$ cat src/hw/rtl/cbml_pkg.sv
// Types and constants shared by the bank mapper modules.
`default_nettype none

package cbml_pkg;

  localparam int BANK_BITS     = 10;
  localparam int NUM_BANK_REGS = 6;
  localparam int REG_IDX_BITS  = 3;
  localparam int CFG_IDX_BITS  = 2;

  // Item kinds.
  localparam logic OP_CPU_WRITE = 1'b0;
  localparam logic OP_GFX_ADDR  = 1'b1;

  // Configuration register indexes.
  localparam logic [CFG_IDX_BITS-1:0] CFG_PRG_AND = 2'd0;
  localparam logic [CFG_IDX_BITS-1:0] CFG_PRG_OR  = 2'd1;
  localparam logic [CFG_IDX_BITS-1:0] CFG_CHR_AND = 2'd2;
  localparam logic [CFG_IDX_BITS-1:0] CFG_CHR_OR  = 2'd3;

  localparam logic [BANK_BITS-1:0] PRG_AND_RESET = 10'd15;
  localparam logic [BANK_BITS-1:0] PRG_OR_RESET  = 10'd0;
  localparam logic [BANK_BITS-1:0] CHR_AND_RESET = 10'd31;
  localparam logic [BANK_BITS-1:0] CHR_OR_RESET  = 10'd0;

  // CPU write decode and tile-fetch snoop constants.
  localparam logic [3:0]  WRITE_BASE = 4'hA;
  localparam logic [15:0] SNOOP_MASK = 16'h2FF0;
  localparam logic [15:0] SNOOP_FD   = 16'h0FD0;
  localparam logic [15:0] SNOOP_FE   = 16'h0FE0;

  // Fixed program banks of the upper three windows.
  localparam logic [7:0] PRG_FIXED_D = 8'h0D;
  localparam logic [7:0] PRG_FIXED_E = 8'h0E;
  localparam logic [7:0] PRG_FIXED_F = 8'h0F;

  // Bank register that holds the mirroring bit.
  localparam int MIRROR_REG = 5;

  typedef struct packed {
    logic        opcode;
    logic [15:0] address;
    logic [7:0]  data;
  } req_t;

  typedef struct packed {
    logic [BANK_BITS-1:0] prg_bank_slot0;
    logic [BANK_BITS-1:0] prg_bank_slot1;
    logic [BANK_BITS-1:0] prg_bank_slot2;
    logic [BANK_BITS-1:0] prg_bank_slot3;
    logic [BANK_BITS-1:0] chr_bank_low;
    logic [BANK_BITS-1:0] chr_bank_high;
    logic                 mirror_horizontal;
  } rsp_t;

  typedef struct packed {
    logic [BANK_BITS-1:0] prg_and;
    logic [BANK_BITS-1:0] prg_or;
    logic [BANK_BITS-1:0] chr_and;
    logic [BANK_BITS-1:0] chr_or;
  } cfg_t;

  typedef struct packed {
    logic [NUM_BANK_REGS-1:0][7:0] banks;
    logic [1:0]                    latches;
  } map_state_t;

  localparam map_state_t STATE_RESET = '{
    banks:   {8'd0, 8'd0, 8'd0, 8'd2, 8'd0, 8'd0},
    latches: 2'b00
  };

endpackage

`default_nettype wire

$ cat src/hw/rtl/cbml_map.sv
// Next-state and mapping logic for one item of the bank mapper.
`default_nettype none

module cbml_map (
  input  cbml_pkg::req_t       item,
  input  cbml_pkg::map_state_t state,
  input  cbml_pkg::cfg_t       cfg,
  output cbml_pkg::map_state_t state_next,
  output cbml_pkg::rsp_t       result
);

  logic [3:0]                        window;
  logic [cbml_pkg::REG_IDX_BITS-1:0] reg_sel;
  logic                              write_hit;
  logic [15:0]                       snoop;
  logic                              snoop_hit;
  logic [7:0]                        chr_low_raw;
  logic [7:0]                        chr_high_raw;

  function automatic logic [cbml_pkg::BANK_BITS-1:0] widen(input logic [7:0] v);
    widen = {{(cbml_pkg::BANK_BITS-8){1'b0}}, v};
  endfunction

  assign window    = item.address[15:12];
  // Windows 0xA to 0xF map to registers 0 to 5; the low three bits are enough.
  assign reg_sel   = window[cbml_pkg::REG_IDX_BITS-1:0] -
                     cbml_pkg::WRITE_BASE[cbml_pkg::REG_IDX_BITS-1:0];
  assign write_hit = (item.opcode == cbml_pkg::OP_CPU_WRITE) &&
                     (window >= cbml_pkg::WRITE_BASE);
  assign snoop     = item.address & cbml_pkg::SNOOP_MASK;
  assign snoop_hit = (item.opcode == cbml_pkg::OP_GFX_ADDR) &&
                     ((snoop == cbml_pkg::SNOOP_FD) || (snoop == cbml_pkg::SNOOP_FE));

  always_comb begin
    state_next = state;
    for (int i = 0; i < cbml_pkg::NUM_BANK_REGS; i++) begin
      if (write_hit && (reg_sel == i[cbml_pkg::REG_IDX_BITS-1:0])) begin
        state_next.banks[i] = item.data;
      end
    end
    // Bit 12 picks which half's latch the fetch sets.
    if (snoop_hit) begin
      state_next.latches[item.address[12]] = item.address[5];
    end
  end

  assign chr_low_raw  = state_next.latches[0] ? state_next.banks[2] : state_next.banks[1];
  assign chr_high_raw = state_next.latches[1] ? state_next.banks[4] : state_next.banks[3];

  always_comb begin
    result.prg_bank_slot0 = (widen(state_next.banks[0]) & cfg.prg_and) | cfg.prg_or;
    result.prg_bank_slot1 = (widen(cbml_pkg::PRG_FIXED_D) & cfg.prg_and) | cfg.prg_or;
    result.prg_bank_slot2 = (widen(cbml_pkg::PRG_FIXED_E) & cfg.prg_and) | cfg.prg_or;
    result.prg_bank_slot3 = (widen(cbml_pkg::PRG_FIXED_F) & cfg.prg_and) | cfg.prg_or;
    result.chr_bank_low   = (widen(chr_low_raw) & cfg.chr_and) | cfg.chr_or;
    result.chr_bank_high  = (widen(chr_high_raw) & cfg.chr_and) | cfg.chr_or;
    result.mirror_horizontal = state_next.banks[cbml_pkg::MIRROR_REG][0];
  end

endmodule

`default_nettype wire

$ cat src/hw/rtl/cartridge_bank_mapper_latch.sv
// Top level of the cartridge bank mapper with tile-fetch latches.
//
//   channel | direction | handshake           | payload
//   --------+-----------+---------------------+---------------------------
//   req     | in        | req_valid/req_stall | req_item (cbml_pkg::req_t)
//   rsp     | out       | rsp_valid/rsp_stall | rsp_item (cbml_pkg::rsp_t)
//   cfg     | in        | cfg_valid/cfg_ready | cfg_index, cfg_data
//
// One item per cycle sustained while the result is not stalled.
// The item sits in an input register, then the mapping logic updates the bank
// registers and latches and loads the result register in the same cycle.
// Synchronous reset restores bank registers, latches and masks; no clearing pass.
// A stalled result holds the input register, and req_stall rises only then.
`default_nettype none

module cartridge_bank_mapper_latch (
  input  logic                                clk,
  input  logic                                rst,
  input  logic                                req_valid,
  output logic                                req_stall,
  input  cbml_pkg::req_t                      req_item,
  output logic                                rsp_valid,
  input  logic                                rsp_stall,
  output cbml_pkg::rsp_t                      rsp_item,
  input  logic                                cfg_valid,
  output logic                                cfg_ready,
  input  logic [cbml_pkg::CFG_IDX_BITS-1:0]   cfg_index,
  input  logic [cbml_pkg::BANK_BITS-1:0]      cfg_data
);

  logic                 hold_valid;
  cbml_pkg::req_t       hold_item;
  cbml_pkg::map_state_t state;
  cbml_pkg::map_state_t state_next;
  cbml_pkg::cfg_t       cfg;
  cbml_pkg::rsp_t       result;
  logic                 rsp_open;
  logic                 advance;

  assign cfg_ready = 1'b1;
  assign rsp_open  = !rsp_valid || !rsp_stall;
  assign advance   = hold_valid && rsp_open;
  assign req_stall = hold_valid && !rsp_open;

  cbml_map u_map (
    .item       (hold_item),
    .state      (state),
    .cfg        (cfg),
    .state_next (state_next),
    .result     (result)
  );

  always_ff @(posedge clk) begin
    if (rst) begin
      cfg.prg_and <= cbml_pkg::PRG_AND_RESET;
      cfg.prg_or  <= cbml_pkg::PRG_OR_RESET;
      cfg.chr_and <= cbml_pkg::CHR_AND_RESET;
      cfg.chr_or  <= cbml_pkg::CHR_OR_RESET;
    end else if (cfg_valid && cfg_ready) begin
      unique case (cfg_index)
        cbml_pkg::CFG_PRG_AND: cfg.prg_and <= cfg_data;
        cbml_pkg::CFG_PRG_OR:  cfg.prg_or  <= cfg_data;
        cbml_pkg::CFG_CHR_AND: cfg.chr_and <= cfg_data;
        cbml_pkg::CFG_CHR_OR:  cfg.chr_or  <= cfg_data;
      endcase
    end
  end

  always_ff @(posedge clk) begin
    if (rst) begin
      hold_valid <= 1'b0;
    end else if (!req_stall) begin
      hold_valid <= req_valid;
    end
  end

  always_ff @(posedge clk) begin
    if (!req_stall && req_valid) begin
      hold_item <= req_item;
    end
  end

  always_ff @(posedge clk) begin
    if (rst) begin
      rsp_valid <= 1'b0;
      state     <= cbml_pkg::STATE_RESET;
    end else if (advance) begin
      rsp_valid <= 1'b1;
      state     <= state_next;
    end else if (!rsp_stall) begin
      rsp_valid <= 1'b0;
    end
  end

  always_ff @(posedge clk) begin
    if (advance) begin
      rsp_item <= result;
    end
  end

endmodule

`default_nettype wire

$ cat config.mk
export PLATFORM = sky130hd
export DESIGN_NAME = cartridge_bank_mapper_latch
export DESIGN_NICKNAME = d
export VERILOG_FILES = /design/src/hw/rtl/cbml_pkg.sv /design/src/hw/rtl/cbml_map.sv /design/src/hw/rtl/cartridge_bank_mapper_latch.sv
export SDC_FILE = /design/constraint.sdc
export NUM_CORES = 1
export LEC_CHECK = 0
export BUFFER_PORTS_ARGS = -buffer_cell sky130_fd_sc_hd__buf_2
export CAP_MARGIN = 5
export CORE_MARGIN = 4
export CORE_UTILIZATION = 50
export DETAILED_ROUTE_END_ITERATION = 7
export PLACE_DENSITY = 0.82
export SLEW_MARGIN = 30
export SYNTH_ARGS = -nofsm -noshare
export SYNTH_HDL_FRONTEND = slang
export SYNTH_SLANG_ARGS = --single-unit
$ cat constraint.sdc
create_clock -name clk -period 2.85 [get_ports clk]
set_input_delay 0.57 -clock clk [delete_from_list [all_inputs] [get_ports clk]]
set_output_delay 0.57 -clock clk [all_outputs]
set_load 0.05 [all_outputs]
==> Flow_metrics.wiki <==
{| class="wikitable"
! Metric !! Value
|-
| Status || finished with violations
|-
| Failing checks || design-rule violations
|-
| Count of endpoints failing hold in the final timing report || 0
|-
| Ant. Diodes || 0
|-
| CTS root buf || sky130_fd_sc_hd__clkbuf_16
|-
| Pre-antenna DRT Iters || 8
|-
| Clock tree from TritonCTS || yes
|-
| Top cells by area, synth || sky130_fd_sc_hd__edfxtp_1, sky130_fd_sc_hd__dfxtp_1, sky130_fd_sc_hd__mux2i_1, sky130_fd_sc_hd__nor2_1, sky130_fd_sc_hd__a21o_1
|-
| Number of nets in the synthesized netlist || between 500 and 600
|-
| Tightest Hold Check Type || input port to flop
|-
| Number of input and output port buffers inserted || 100
|-
| Number of nets in the layout || 619
|-
| Post-placement cell count || 701
|-
| Largest voltage drop on the vdd net || 0.385 mV
|-
| Number of gates given a new drive strength after cts || 0
|-
| Required time of the critical path || between 3000 and 4000 ps
|-
| Largest net degree at the start of global routing || 43
|-
| Via count of the first global-routing pass || 4049
|-
| Final design instance area without fill || approximately 6900 um^2
|-
| Slew of the pin with the lowest slew margin || between 800 and 900 ps
|-
| DIE HEIGHT || roughly 120 um
|-
| Total clock buffers created by CTS || 17
|-
| Number of hold buffers added after CTS || 0
|-
| Reg-to-reg endpoint || state[4]$_SDFFE_PP0P_
|-
| Chip width || 116 um
|-
| Setup TNS Final || 0 ps
|-
| Initial core utilization || 0.513
|-
| Launch point of the worst hold path || req_item[5]
|-
| Hold Path Sink || hold_item[5]$_DFFE_PP_
|-
| Setup clock skew after layout || 9.87 ps
|-
| Final number of setup-violating endpoints || 0
|-
| Reg2reg path depth || 5
|-
| Most Frequent Cell on Critical Path || sky130_fd_sc_hd__or3b_1
|-
| Average cell area after synthesis || 11.6 um^2
|-
| Count of antenna-violating nets left after detailed routing || 0
|-
| Flip-flop and latch count after synthesis || 141
|-
| Post-CTS Setup Repair Bufs || 0
|-
| Pre-CTS setup slack || 429 ps
|-
| Synthesis-to-finish area growth || 17.6%
|-
| H-tree depth || 4
|-
| Crit start category || flop
|-
| Number of placed I/O pins || between 100 and 150
|-
| DRC violation total after the first TritonRoute iteration || 275
|-
| Clock sink total || 141
|-
| Cell-by-cell trace of the critical path || or3b_1 -> or3b_1 -> or2_1 -> mux2i_1 -> nor2_1
|-
| Largest stage delay on the critical path || 610 ps
|-
| Post-CTS clock slew at the launch and capture registers of the worst setup and hold paths || 60 ps
|-
| Layout cell share with drive strength beyond 1 || 0.271
|-
| Weighted congestion at the end of routability-driven global placement || 0.767
|-
| Worst r2r src || hold_item[20]$_DFFE_PP_
|-
| Clock insertion delay at the later pin of the skew report || 420 ps
|-
| Highest-count cells in the layout ignoring fill and taps || sky130_fd_sc_hd__buf_2, sky130_fd_sc_hd__mux2i_1, sky130_fd_sc_hd__dfxtp_1
|-
| Crit Path Category || flop to flop
|-
| Standard cell with the maximum stage delay on the critical path || sky130_fd_sc_hd__or3b_1
|-
| Routed wirelength normalized by instance count || 17.1 um
|-
| Headroom to the max-slew limit || 0.461
|-
| Unrepaired setup endpoints after global routing || no
|-
| Worst-case register-to-register setup slack || 340 ps
|-
| Worst hold path stage count || 1
|-
| Highest net fanout along the worst path || 9
|-
| Critical Path AT || 2810 ps
|-
| Pwr Density || 693 nW/um^2
|-
| Total of max-cap violations || 0
|-
| Core Region || ~11000 um^2
|-
| Std cell rows || 39
|-
| Total gr overflow || 0
|-
| Setup crit end kind || flop
|-
| Total half-perimeter wirelength after legalization and detailed placement || about 8400 um
|-
| Area after DPL || between 6000 and 7000 um^2
|-
| Fmax || 398 MHz
|-
| Cell leakage power || between 0.002 and 0.003 uW
|-
| Total wire length after detailed routing || 12600 um
|-
| Gate Count Post-Synth || a little over 500
|-
| Number of design rule violations left after detail routing || 1
|-
| Via Count || 3987
|-
| Leading cell type in the layout, fill and taps excluded || sky130_fd_sc_hd__buf_2
|-
| Crit share post-route || 0.882
|-
| Cell type contributing the most total cell area after synthesis || sky130_fd_sc_hd__edfxtp_1
|-
| Via/cell ratio || 5.44
|-
| Number of distinct library cells after synthesis || 34
|-
| Maximum count of clock buffers along a single path || 2
|-
| Fin crit period || 2510 ps
|-
| Initial antenna violation count || 0
|-
| GR Util All Layers || 0.188
|-
| Worst Setup Slack, final || 337 ps
|-
| Critical Path Start || hold_item[20]$_DFFE_PP_
|-
| Area share of the largest cell type after synthesis || 0.306
|-
| First-pass GRT wire length || 19600 um
|-
| Number of max-slew violations in the final report || 0
|-
| Post-synthesis cell area || 5880 um^2
|-
| Die area || approximately 14000 um^2
|-
| Final Instance Count excl. Fillers || 733
|-
| Fraction of the yosys area taken by sequential cells || 0.582
|-
| Number of synthesis warnings || 0
|}
[cells in the mapped netlist (all sizes together)]
| library cell | number |
|---|---|
| nand3 | 9 |
| dfxtp | 81 |
| a21o | 24 |
| and2 | 2 |
| and3 | 2 |
| nor3b | 2 |
| nand4b | 1 |
| or4b | 1 |
| o41a | 1 |
| a21boi | 1 |
| mux2i | 96 |
| conb | 1 |
| o22a | 2 |
| mux2 | 9 |
| nand3b | 7 |
| nand2 | 48 |
| or2 | 7 |
| nor4 | 2 |
| or3b | 2 |
| inv | 2 |
| a21oi | 22 |
| buf | 34 |
| nor2b | 6 |
| edfxtp | 60 |
| nor2 | 54 |
| clkbuf | 22 |
| o31a | 1 |
| a211o | 5 |
| nand4 | 1 |
| nor4b | 1 |
[where the power goes]
group          switching, uW  leakage, uW  internal [uW]
Combinational            267      0.00147            102
Clock                    863     0.000286           1330
Sequential              50.5      0.00122           2180
[cells by family after synthesis]
| logic type | after synthesis | share of synthesized area |
|---|---|---|
| AOI/OAI and AO/OA | 56 | 0.0645 |
| buffers and inverters | 58 | 0.0583 |
| DFF | 141 | 0.582 |
| muxes | 105 | 0.181 |
| other | 1 | 0.000638 |
| and+or+nand+nor | 145 | 0.114 |
[per-stage QoR]
stage / total power (uW) / hold slack (ps) / util
floorplan: 2540 / 408 / -
global placement: 2630 / 413 / 0.551
detailed placement: 2640 / 426 / 0.551
CTS: 4810 / 314 / 0.603
global route: 4940 / 313 / 0.603
finish: 4790 / 327 / 0.603
[flip-flops by register name (all words and copies together) (netlist names)]
name and count:
state 43, rsp_item 39, rsp_valid 1, hold_item 21
hold_valid 1, cfg 36
[how the worst max path moves through the flow]
stage,cells past startpoint,to,slack [ps]
4_1_cts,5,state[4]$_SDFFE_PP0P_,360
5_1_grt,5,state[2]$_SDFFE_PP0P_,250
2_1_floorplan,4,state[0]$_SDFFE_PP0P_,110
3_5_place_dp,5,state[5]$_SDFFE_PP0P_,430
6_report,5,state[4]$_SDFFE_PP0P_,340
3_3_place_gp,5,state[5]$_SDFFE_PP0P_,480
[cell type report]
cell class                      count  area, um^2
Timing Repair Buffer              108         573
Fill cell                         850        4560
Clock inverter                     14         156
Clock buffer                       18         439
Sequential cell                   141        3420
Inverter                            2        7.51
Multi-Input combinational cell    307        2130
Tap cell                          143         179
[per-layer routing]
metal	part of all wire	wire, um	vias to the layer above	track usage
met4	0.024	304	0	0.0719
met3	0.044	557	25	0.0472
met2	0.53	6670	101	0.336
met5	0	0	-	0
met1	0.40	5030	1959	0.215
li1	-	-	1902	-
[critical path, delay by kind of cell (launching register included)]
family | cells | cell delay (ps)
flops | 1 | 500
mux | 1 | 260
simple gates | 4 | 1630
No activity file was read; power rests on OpenSTA's default activity.
